`src/rtl/msc_pkg.sv`:
```
// Shared types and constants for the MIPS subset core step block.
// Used by msc_regfile, msc_exec and mips_subset_core_step_top; no dependencies.
package msc_pkg;

    localparam int unsigned REG_COUNT_DEF = 32;
    localparam int unsigned REG_IDX_W     = 5;
    localparam logic [31:0] BOOT_RESET    = 32'hbfc0_0000;
    localparam logic [31:0] PC_STEP       = 32'd4;

    localparam logic [5:0] OP_SPECIAL = 6'h00;
    localparam logic [5:0] OP_ADDIU   = 6'h09;
    localparam logic [5:0] OP_LUI     = 6'h0f;
    localparam logic [5:0] OP_LW      = 6'h23;
    localparam logic [5:0] OP_SW      = 6'h2b;

    localparam logic [5:0] FN_ADD     = 6'h20;
    localparam logic [5:0] FN_ADDU    = 6'h21;

    localparam logic KIND_EXEC = 1'b0;
    localparam logic KIND_LOAD = 1'b1;

    typedef struct packed {
        logic        kind;
        logic [31:0] instruction;
        logic [31:0] load_data;
    } in_item_t;

    typedef struct packed {
        logic [31:0] instr_pc;
        logic        mem_enable;
        logic        mem_write;
        logic [31:0] mem_address;
        logic [31:0] mem_wdata;
        logic        awaiting_load;
    } out_item_t;

    // register file write-back
    typedef struct packed {
        logic                 we;
        logic [REG_IDX_W-1:0] addr;
        logic [31:0]          data;
    } wb_t;

    // architectural state update from the execute stage
    typedef struct packed {
        logic                 pc_advance;
        logic                 pend;
        logic [REG_IDX_W-1:0] dest;
    } upd_t;

endpackage

```
`src/rtl/msc_regfile.sv`:
```
// General register file: two registered read ports, one write port, per-entry valid bits.
// Depends on msc_pkg (wb_t, REG_IDX_W).
module msc_regfile
    import msc_pkg::*;
#(
    parameter int unsigned REG_COUNT = REG_COUNT_DEF
)
(
    input  logic                 clk,
    input  logic                 rst_n,
    input  logic                 rd_en,
    input  logic [REG_IDX_W-1:0] ra_addr,
    input  logic [REG_IDX_W-1:0] rb_addr,
    input  wb_t                  wb,
    output logic [31:0]          ra_data,
    output logic [31:0]          rb_data
);

    localparam int unsigned AW = $clog2(REG_COUNT);

    logic [31:0]          mem [REG_COUNT];
    logic [REG_COUNT-1:0] valid_reg;
    logic [31:0]          ra_reg;
    logic [31:0]          rb_reg;

    always_ff @(posedge clk)
    begin
        if (wb.we)
        begin
            mem[wb.addr[AW-1:0]] <= wb.data;
        end
    end

    always_ff @(posedge clk or negedge rst_n)
    begin
        if (!rst_n)
        begin
            valid_reg <= '0;
        end
        else if (wb.we)
        begin
            valid_reg[wb.addr[AW-1:0]] <= 1'b1;
        end
    end

    // write-first: a write in the same cycle is passed straight to the read register
    always_ff @(posedge clk)
    begin
        if (rd_en)
        begin
            if (wb.we && wb.addr == ra_addr)
                ra_reg <= wb.data;
            else if (valid_reg[ra_addr[AW-1:0]])
                ra_reg <= mem[ra_addr[AW-1:0]];
            else
                ra_reg <= '0;

            if (wb.we && wb.addr == rb_addr)
                rb_reg <= wb.data;
            else if (valid_reg[rb_addr[AW-1:0]])
                rb_reg <= mem[rb_addr[AW-1:0]];
            else
                rb_reg <= '0;
        end
    end

    assign ra_data = ra_reg;
    assign rb_data = rb_reg;

endmodule

```
`src/rtl/msc_exec.sv`:
```
// Execute logic: decode, shared adder, write-back and result formation for one item.
// Depends on msc_pkg (item structs, opcodes, wb_t, upd_t).
module msc_exec
    import msc_pkg::*;
(
    input  in_item_t             item,
    input  logic [31:0]          rs_val,
    input  logic [31:0]          rt_val,
    input  logic [31:0]          pc,
    input  logic                 pend,
    input  logic [REG_IDX_W-1:0] dest,
    output out_item_t            result,
    output logic                 result_valid,
    output wb_t                  wb,
    output upd_t                 upd
);

    logic [5:0]           op;
    logic [5:0]           fn;
    logic [REG_IDX_W-1:0] rt;
    logic [REG_IDX_W-1:0] rd;
    logic [31:0]          imm_se;
    logic [31:0]          sum;

    assign op     = item.instruction[31:26];
    assign fn     = item.instruction[5:0];
    assign rt     = item.instruction[20:16];
    assign rd     = item.instruction[15:11];
    assign imm_se = {{16{item.instruction[15]}}, item.instruction[15:0]};
    assign sum    = rs_val + ((op == OP_SPECIAL) ? rt_val : imm_se);

    always_comb
    begin
        result          = '0;
        result.instr_pc = pc;
        result_valid    = 1'b0;
        wb              = '0;
        upd.pc_advance  = 1'b0;
        upd.pend        = pend;
        upd.dest        = dest;

        if (item.kind == KIND_LOAD)
        begin
            if (pend)
            begin
                wb.we    = (dest != '0);
                wb.addr  = dest;
                wb.data  = item.load_data;
                upd.pend = 1'b0;
            end
        end
        else
        begin
            result_valid   = 1'b1;
            upd.pc_advance = 1'b1;
            upd.pend       = 1'b0;
            unique case (op)
                OP_SPECIAL:
                begin
                    wb.we   = (rd != '0);
                    wb.addr = rd;
                    wb.data = (fn == FN_ADD || fn == FN_ADDU) ? sum : '0;
                end
                OP_ADDIU:
                begin
                    wb.we   = (rt != '0);
                    wb.addr = rt;
                    wb.data = sum;
                end
                OP_LUI:
                begin
                    wb.we   = (rt != '0);
                    wb.addr = rt;
                    wb.data = {item.instruction[15:0], 16'h0000};
                end
                OP_LW:
                begin
                    result.mem_enable    = 1'b1;
                    result.mem_address   = sum;
                    result.awaiting_load = 1'b1;
                    upd.pend             = 1'b1;
                    upd.dest             = rt;
                end
                OP_SW:
                begin
                    result.mem_enable  = 1'b1;
                    result.mem_write   = 1'b1;
                    result.mem_address = sum;
                    result.mem_wdata   = rt_val;
                end
                default:
                begin
                end
            endcase
        end
    end

endmodule

```
`src/rtl/mips_subset_core_step_top.sv`:
```
// Top level of the MIPS subset core step block: input stage, execute stage, result register.
// Depends on msc_pkg, msc_regfile and msc_exec.
//
// Usage:
//   in_valid/in_ready/in_data carry instruction and load-return items (kind 0 / 1).
//   out_valid/out_ready/out_data carry one result per instruction: its PC and the
//   data-bus request. Load-return items give no result.
//   cfg_valid/cfg_ready/cfg_data write a new start address into the PC;
//   cfg_ready is always high and writes are expected only while the block is idle.
// Timing:
//   An item is registered on acceptance while its source registers are read; it
//   executes in the following cycle and its result then enters the output register
//   unless the output is stalled. One item per cycle is sustained while the output
//   is not stalled, set by the single execute stage; register results are forwarded,
//   so dependent instructions follow back to back.
// Reset:
//   rst_n clears all general registers (valid bits), the pending load, and loads the
//   PC with 0xbfc00000. There is no clearing pass.
// Stall:
//   A held result keeps the output register; a following instruction waits in the
//   execute stage and in_ready drops only when that stage cannot drain. Load-return
//   items still drain from the execute stage while the output is stalled.
module mips_subset_core_step_top
    import msc_pkg::*;
#(
    parameter int unsigned REG_COUNT = REG_COUNT_DEF
)
(
    input  logic        clk,
    input  logic        rst_n,
    input  logic        in_valid,
    output logic        in_ready,
    input  in_item_t    in_data,
    output logic        out_valid,
    input  logic        out_ready,
    output out_item_t   out_data,
    input  logic        cfg_valid,
    output logic        cfg_ready,
    input  logic [31:0] cfg_data
);

    logic                 ex_valid_reg;
    logic                 ex_valid_next;
    in_item_t             ex_item_reg;
    logic                 out_valid_reg;
    logic                 out_valid_next;
    out_item_t            out_data_reg;
    logic [31:0]          pc_reg;
    logic [31:0]          pc_next;
    logic                 pend_reg;
    logic                 pend_next;
    logic [REG_IDX_W-1:0] dest_reg;
    logic [REG_IDX_W-1:0] dest_next;

    logic        in_accept;
    logic        ex_fire;
    logic        cfg_write;
    logic [31:0] rs_val;
    logic [31:0] rt_val;
    out_item_t   ex_result;
    logic        ex_result_valid;
    wb_t         ex_wb;
    wb_t         rf_wb;
    upd_t        ex_upd;

    assign cfg_ready = 1'b1;
    assign cfg_write = cfg_valid && cfg_ready;

    // a load return needs no output slot, an instruction does
    assign ex_fire   = ex_valid_reg &&
                       (ex_item_reg.kind == KIND_LOAD || !out_valid_reg || out_ready);
    assign in_ready  = !ex_valid_reg || ex_fire;
    assign in_accept = in_valid && in_ready;

    always_comb
    begin
        rf_wb    = ex_wb;
        rf_wb.we = ex_wb.we && ex_fire;
    end

    msc_regfile #(
        .REG_COUNT(REG_COUNT)
    ) u_regfile (
        .clk    (clk),
        .rst_n  (rst_n),
        .rd_en  (in_accept),
        .ra_addr(in_data.instruction[25:21]),
        .rb_addr(in_data.instruction[20:16]),
        .wb     (rf_wb),
        .ra_data(rs_val),
        .rb_data(rt_val)
    );

    msc_exec u_exec (
        .item        (ex_item_reg),
        .rs_val      (rs_val),
        .rt_val      (rt_val),
        .pc          (pc_reg),
        .pend        (pend_reg),
        .dest        (dest_reg),
        .result      (ex_result),
        .result_valid(ex_result_valid),
        .wb          (ex_wb),
        .upd         (ex_upd)
    );

    always_comb
    begin
        ex_valid_next  = in_accept ? 1'b1 : (ex_fire ? 1'b0 : ex_valid_reg);
        out_valid_next = (ex_fire && ex_result_valid) ? 1'b1 :
                         (out_ready ? 1'b0 : out_valid_reg);
        pc_next   = pc_reg;
        pend_next = pend_reg;
        dest_next = dest_reg;
        priority if (cfg_write)
        begin
            pc_next = cfg_data;
        end
        else if (ex_fire)
        begin
            pc_next   = ex_upd.pc_advance ? pc_reg + PC_STEP : pc_reg;
            pend_next = ex_upd.pend;
            dest_next = ex_upd.dest;
        end
        else
        begin
        end
    end

    always_ff @(posedge clk or negedge rst_n)
    begin
        if (!rst_n)
        begin
            ex_valid_reg  <= 1'b0;
            out_valid_reg <= 1'b0;
            pc_reg        <= BOOT_RESET;
            pend_reg      <= 1'b0;
            dest_reg      <= '0;
        end
        else
        begin
            ex_valid_reg  <= ex_valid_next;
            out_valid_reg <= out_valid_next;
            pc_reg        <= pc_next;
            pend_reg      <= pend_next;
            dest_reg      <= dest_next;
        end
    end

    always_ff @(posedge clk)
    begin
        if (in_accept)
            ex_item_reg <= in_data;
        if (ex_fire && ex_result_valid)
            out_data_reg <= ex_result;
    end

    assign out_valid = out_valid_reg;
    assign out_data  = out_data_reg;

    a_no_zero_write: assert property (@(posedge clk) disable iff (!rst_n)
        rf_wb.we |-> rf_wb.addr != '0)
        else $error("write-back to register zero enabled");

    a_await_is_load: assert property (@(posedge clk) disable iff (!rst_n)
        out_valid_reg && out_data_reg.awaiting_load |->
            out_data_reg.mem_enable && !out_data_reg.mem_write)
        else $error("awaiting_load set on a result that is not a load");

    a_lw_sets_pending: assert property (@(posedge clk) disable iff (!rst_n)
        ex_fire && ex_item_reg.kind == KIND_EXEC &&
        ex_item_reg.instruction[31:26] == OP_LW && !cfg_write |=> pend_reg)
        else $error("load did not leave a pending load");

    a_pc_step: assert property (@(posedge clk) disable iff (!rst_n)
        ex_fire && ex_item_reg.kind == KIND_EXEC && !cfg_write |=>
            pc_reg == $past(pc_reg) + PC_STEP)
        else $error("program counter did not advance by one instruction");

endmodule

```
`config.mk`:
```
export PLATFORM = sky130hd
export DESIGN_NAME = mips_subset_core_step_top
export DESIGN_NICKNAME = d
export VERILOG_FILES = /design/src/rtl/msc_pkg.sv /design/src/rtl/msc_regfile.sv /design/src/rtl/msc_exec.sv /design/src/rtl/mips_subset_core_step_top.sv
export SDC_FILE = /design/constraint.sdc
export NUM_CORES = 2
export LEC_CHECK = 0
export BUFFER_PORTS_ARGS = -buffer_cell sky130_fd_sc_hd__buf_2
export CORE_UTILIZATION = 67
export CTS_CLUSTER_SIZE = 20
export DETAILED_ROUTE_END_ITERATION = 10
export PLACE_DENSITY_LB_ADDON = 0.12
export SETUP_SLACK_MARGIN = 0.15
export SLEW_MARGIN = 20
export SYNTH_ARGS = -nofsm -noshare
export SYNTH_HDL_FRONTEND = slang
export SYNTH_SLANG_ARGS = --single-unit
```
`constraint.sdc`:
```
create_clock -name clk -period 9.2 [get_ports clk]
set_clock_uncertainty 0.05 [all_clocks]
set_input_delay 0.46 -clock clk [delete_from_list [all_inputs] [get_ports clk]]
set_output_delay 0.46 -clock clk [all_outputs]
set_load 0.05 [all_outputs]
```
==> summary.txt <==
status: completed
clk buf depth: 3
hold path cells: 3
Placed Instances: 4,375
total gr overflow: 0
die width: 305 um
Max Cap Violations: 0
clock root cell: clkbuf_16
initial antenna violation count: 8
post-CTS sizing: 0
ys flop type: edfxtp_1
CP endpoint kind: register
Post-CTS Setup Repair Bufs: 0
Worst Path Required: 9660 ps
Finished Layout Cells: 4,716
CP Data Arrival Time: 6750 ps
#FFs+latches synth: 1,319
Design Area, Final: 69,600 um^2
CTS tree: yes
Final Power: 13,100 uW
Rel. slew slack: 20.8%
core box area: 90,600 um^2
Final Hold Viols: 0
HPWL after DPL: 101,000 um
register area share after synthesis: 63.8%
DR vias: 36,517
Starting Density: 68.0%
TritonCTS buffer count: 137
nets@finish: 3,566
H-tree level count: 4
DR WL/cell: 38.5 um
vias per cell: 7.74
Startpoint Class: register
area grow syn2layout: 13.0%
Clk pin slew, worst setup/hold paths: 60 ps
clock latency on the worst-skew pair: 760 ps
Mapped Area: 61,600 um^2
largest net degree at the start of global routing: 93
Power Density: 188 nW/um^2
critical path class: reg2reg
GRT Total Usage: 39.8%
max FFs per register: 1,024
setup tns final: 0 ps
DR pass1 iterations: 8
min cycle time layout: 6290 ps
Port Buffer Count: 202
setup violators final: 0
Fmax: 0.159 GHz
worst hold path type: in2reg
Post-DRT Antenna Nets: 0
Die H: 305 um
layout cells sized above 1: 36.9%
mean post-synth cell area: 19.8 um^2
YS warnings: 0
initial DRC count: 5,401
# DRC: 0
first-pass GRT wire length: 260,000 um
RSZ-0062 raised after global routing: false
ys async rst share: 5.46%
synthesized instance count: 3,112
actual slew at the worst max-slew pin: 1190 ps
Post-synth EDFFs: 1,247
Die ar.: 93,100 um^2
Worst VDD drop: 0.000254 V
GP Congestion: 0.967
drt total wl: 181,000 um
Sink Count: 1,319
vias in the first global route: 36,988
Distinct cells, synth: 78
WHS: 53.4 ps
Slew Viols, Final: 0
Ports: 204
# fillers: 4,700
std cell rows: 110
DP Area: 64,100 um^2
Crit Path Max Fanout: 40
R2R depth: 15
fin crit share: 68.4%
leakage power figure: 0.0237 uW
through the flow:
step | worst slack (ps) | utilization, %
5_1_grt | 2680 | 76.8
4_1_cts | 3090 | 76.7
3_5_place_dp | 3080 | 70.8
3_3_place_gp | 3310 | 70.8
6_report | 2910 | 76.8
2_1_floorplan | 3710 | -
power breakdown:
part / internal [uW] / switching, uW
Combinational: 317 / 523
Sequential: 6590 / 59.2
Clock: 3250 / 2330
Total: 10200 / 2910
cells in the final DEF, fill, tap and decap left out, drive strengths merged, types with 18 or more instances in the layout:
master and n:
or2 23, clkbuf 179, a21o 24, o21ai 88
inv 28, nand3 26, ha 35, clkinv 43
conb 33, nor2 130, a21oi 36, dlygate4sd3 89
mux4 660, xor2 45, edfxtp 1247, dfrtp 63
and3 40, mux2 71, xnor2 25, buf 277
a22oi 23, o21bai 18, nand2 84, mux2i 76
and2 21
worst max-delay path, cell delays in order (launching register included):
cell      delay (ps)
edfxtp_1         770
or4_4            650
nor3_4           120
buf_4            480
mux2_2           400
ha_1             210
inv_1             90
fa_1             220
nand2b_1         140
a21oi_1           90
o21ai_1          590
o211ai_1         320
o21ai_0          480
mux2i_1          240
nand2_1          640
mux2_4           550
routing by layer:
| layer | GRT usage, % | vias to the layer above | part of all wire [%] |
|---|---|---|---|
| met2 | 60.4 | 3206 | 47 |
| met4 | 18.3 | 10 | 4.7 |
| met5 | 0 | - | 0.032 |
| met1 | 55.6 | 18959 | 35 |
| met3 | 10.2 | 533 | 14 |
| li1 | - | 13809 | - |
layout make-up:
class                           count  area [um^2]  share of cell area (%)
Antenna cell                        2         5.00                 0.00719
Clock buffer                      179         3750                    5.40
Clock inverter                     70          724                    1.04
Inverter                           20         77.6                   0.111
Tap cell                         1176         1470                    2.11
Timing Repair Buffer              366         2550                    3.66
Sequential cell                  1319        39300                    56.4
Multi-Input combinational cell   1584        21700                    31.3
Yosys cell counts (4+ instances only):
master	n	area share [%]
a211oi_1	5	0.061
a21o_1	24	0.29
a21oi_1	35	0.28
a22o_1	11	0.16
a22oi_1	19	0.23
a22oi_2	4	0.081
a31oi_1	6	0.061
and2_1	21	0.21
and3_1	40	0.41
and4_1	5	0.071
buf_1	26	0.16
buf_2	57	0.46
buf_6	6	0.11
clkbuf_1	126	0.77
dfrtp_1	63	2.6
dfstp_2	9	0.38
edfxtp_1	1247	61
ha_1	35	0.71
inv_1	19	0.12
mux2_1	5	0.091
mux2_2	27	0.49
mux2_4	39	0.95
mux2i_1	75	1.2
mux4_2	660	24
nand2_1	83	0.51
nand2b_1	8	0.081
nand3_1	25	0.20
nand3b_1	4	0.049
nand4_1	14	0.14
nor2_1	130	0.79
nor2b_1	5	0.051
nor3_1	9	0.073
nor4_1	6	0.061
o211ai_1	8	0.098
o21a_1	10	0.12
o21ai_0	84	0.68
o21bai_1	18	0.22
or2_2	22	0.22
xnor2_1	25	0.36
xor2_1	44	0.63
kinds of logic after synthesis:
kind of cell / Yosys count / synth area share (%)
AO/OA/AOI/OAI: 249 / 2.71
XOR/XNOR: 70 / 1.01
adder cells (fa/ha/maj): 36 / 0.744
buffers and inverters: 240 / 1.72
flip-flops: 1319 / 63.8
multiplexers: 807 / 26.9
other: 2 / 0.0122
AND/OR/NAND/NOR: 389 / 3.14
final timing paths:
kind,start,end,slack (ps)
worst max-delay path,ex_item_reg[61],u_regfile.rb_data[28],2910
worst min-delay path,out_ready,out_valid,50
worst max register to register,ex_item_reg[61],u_regfile.rb_data[28],2910
worst min register to register,u_regfile.valid_reg[0],u_regfile.valid_reg[0],370
max in group asynchronous,rst_n,u_regfile.valid_reg[2],8020
min in group asynchronous,rst_n,pc_reg[11],420
repair_timing:
action	CTS	global route
hold buffers	89	0
setup endpoints to repair	0	0
hold endpoints to repair	151	0
Note: power is estimated with default switching activity, not from simulation.
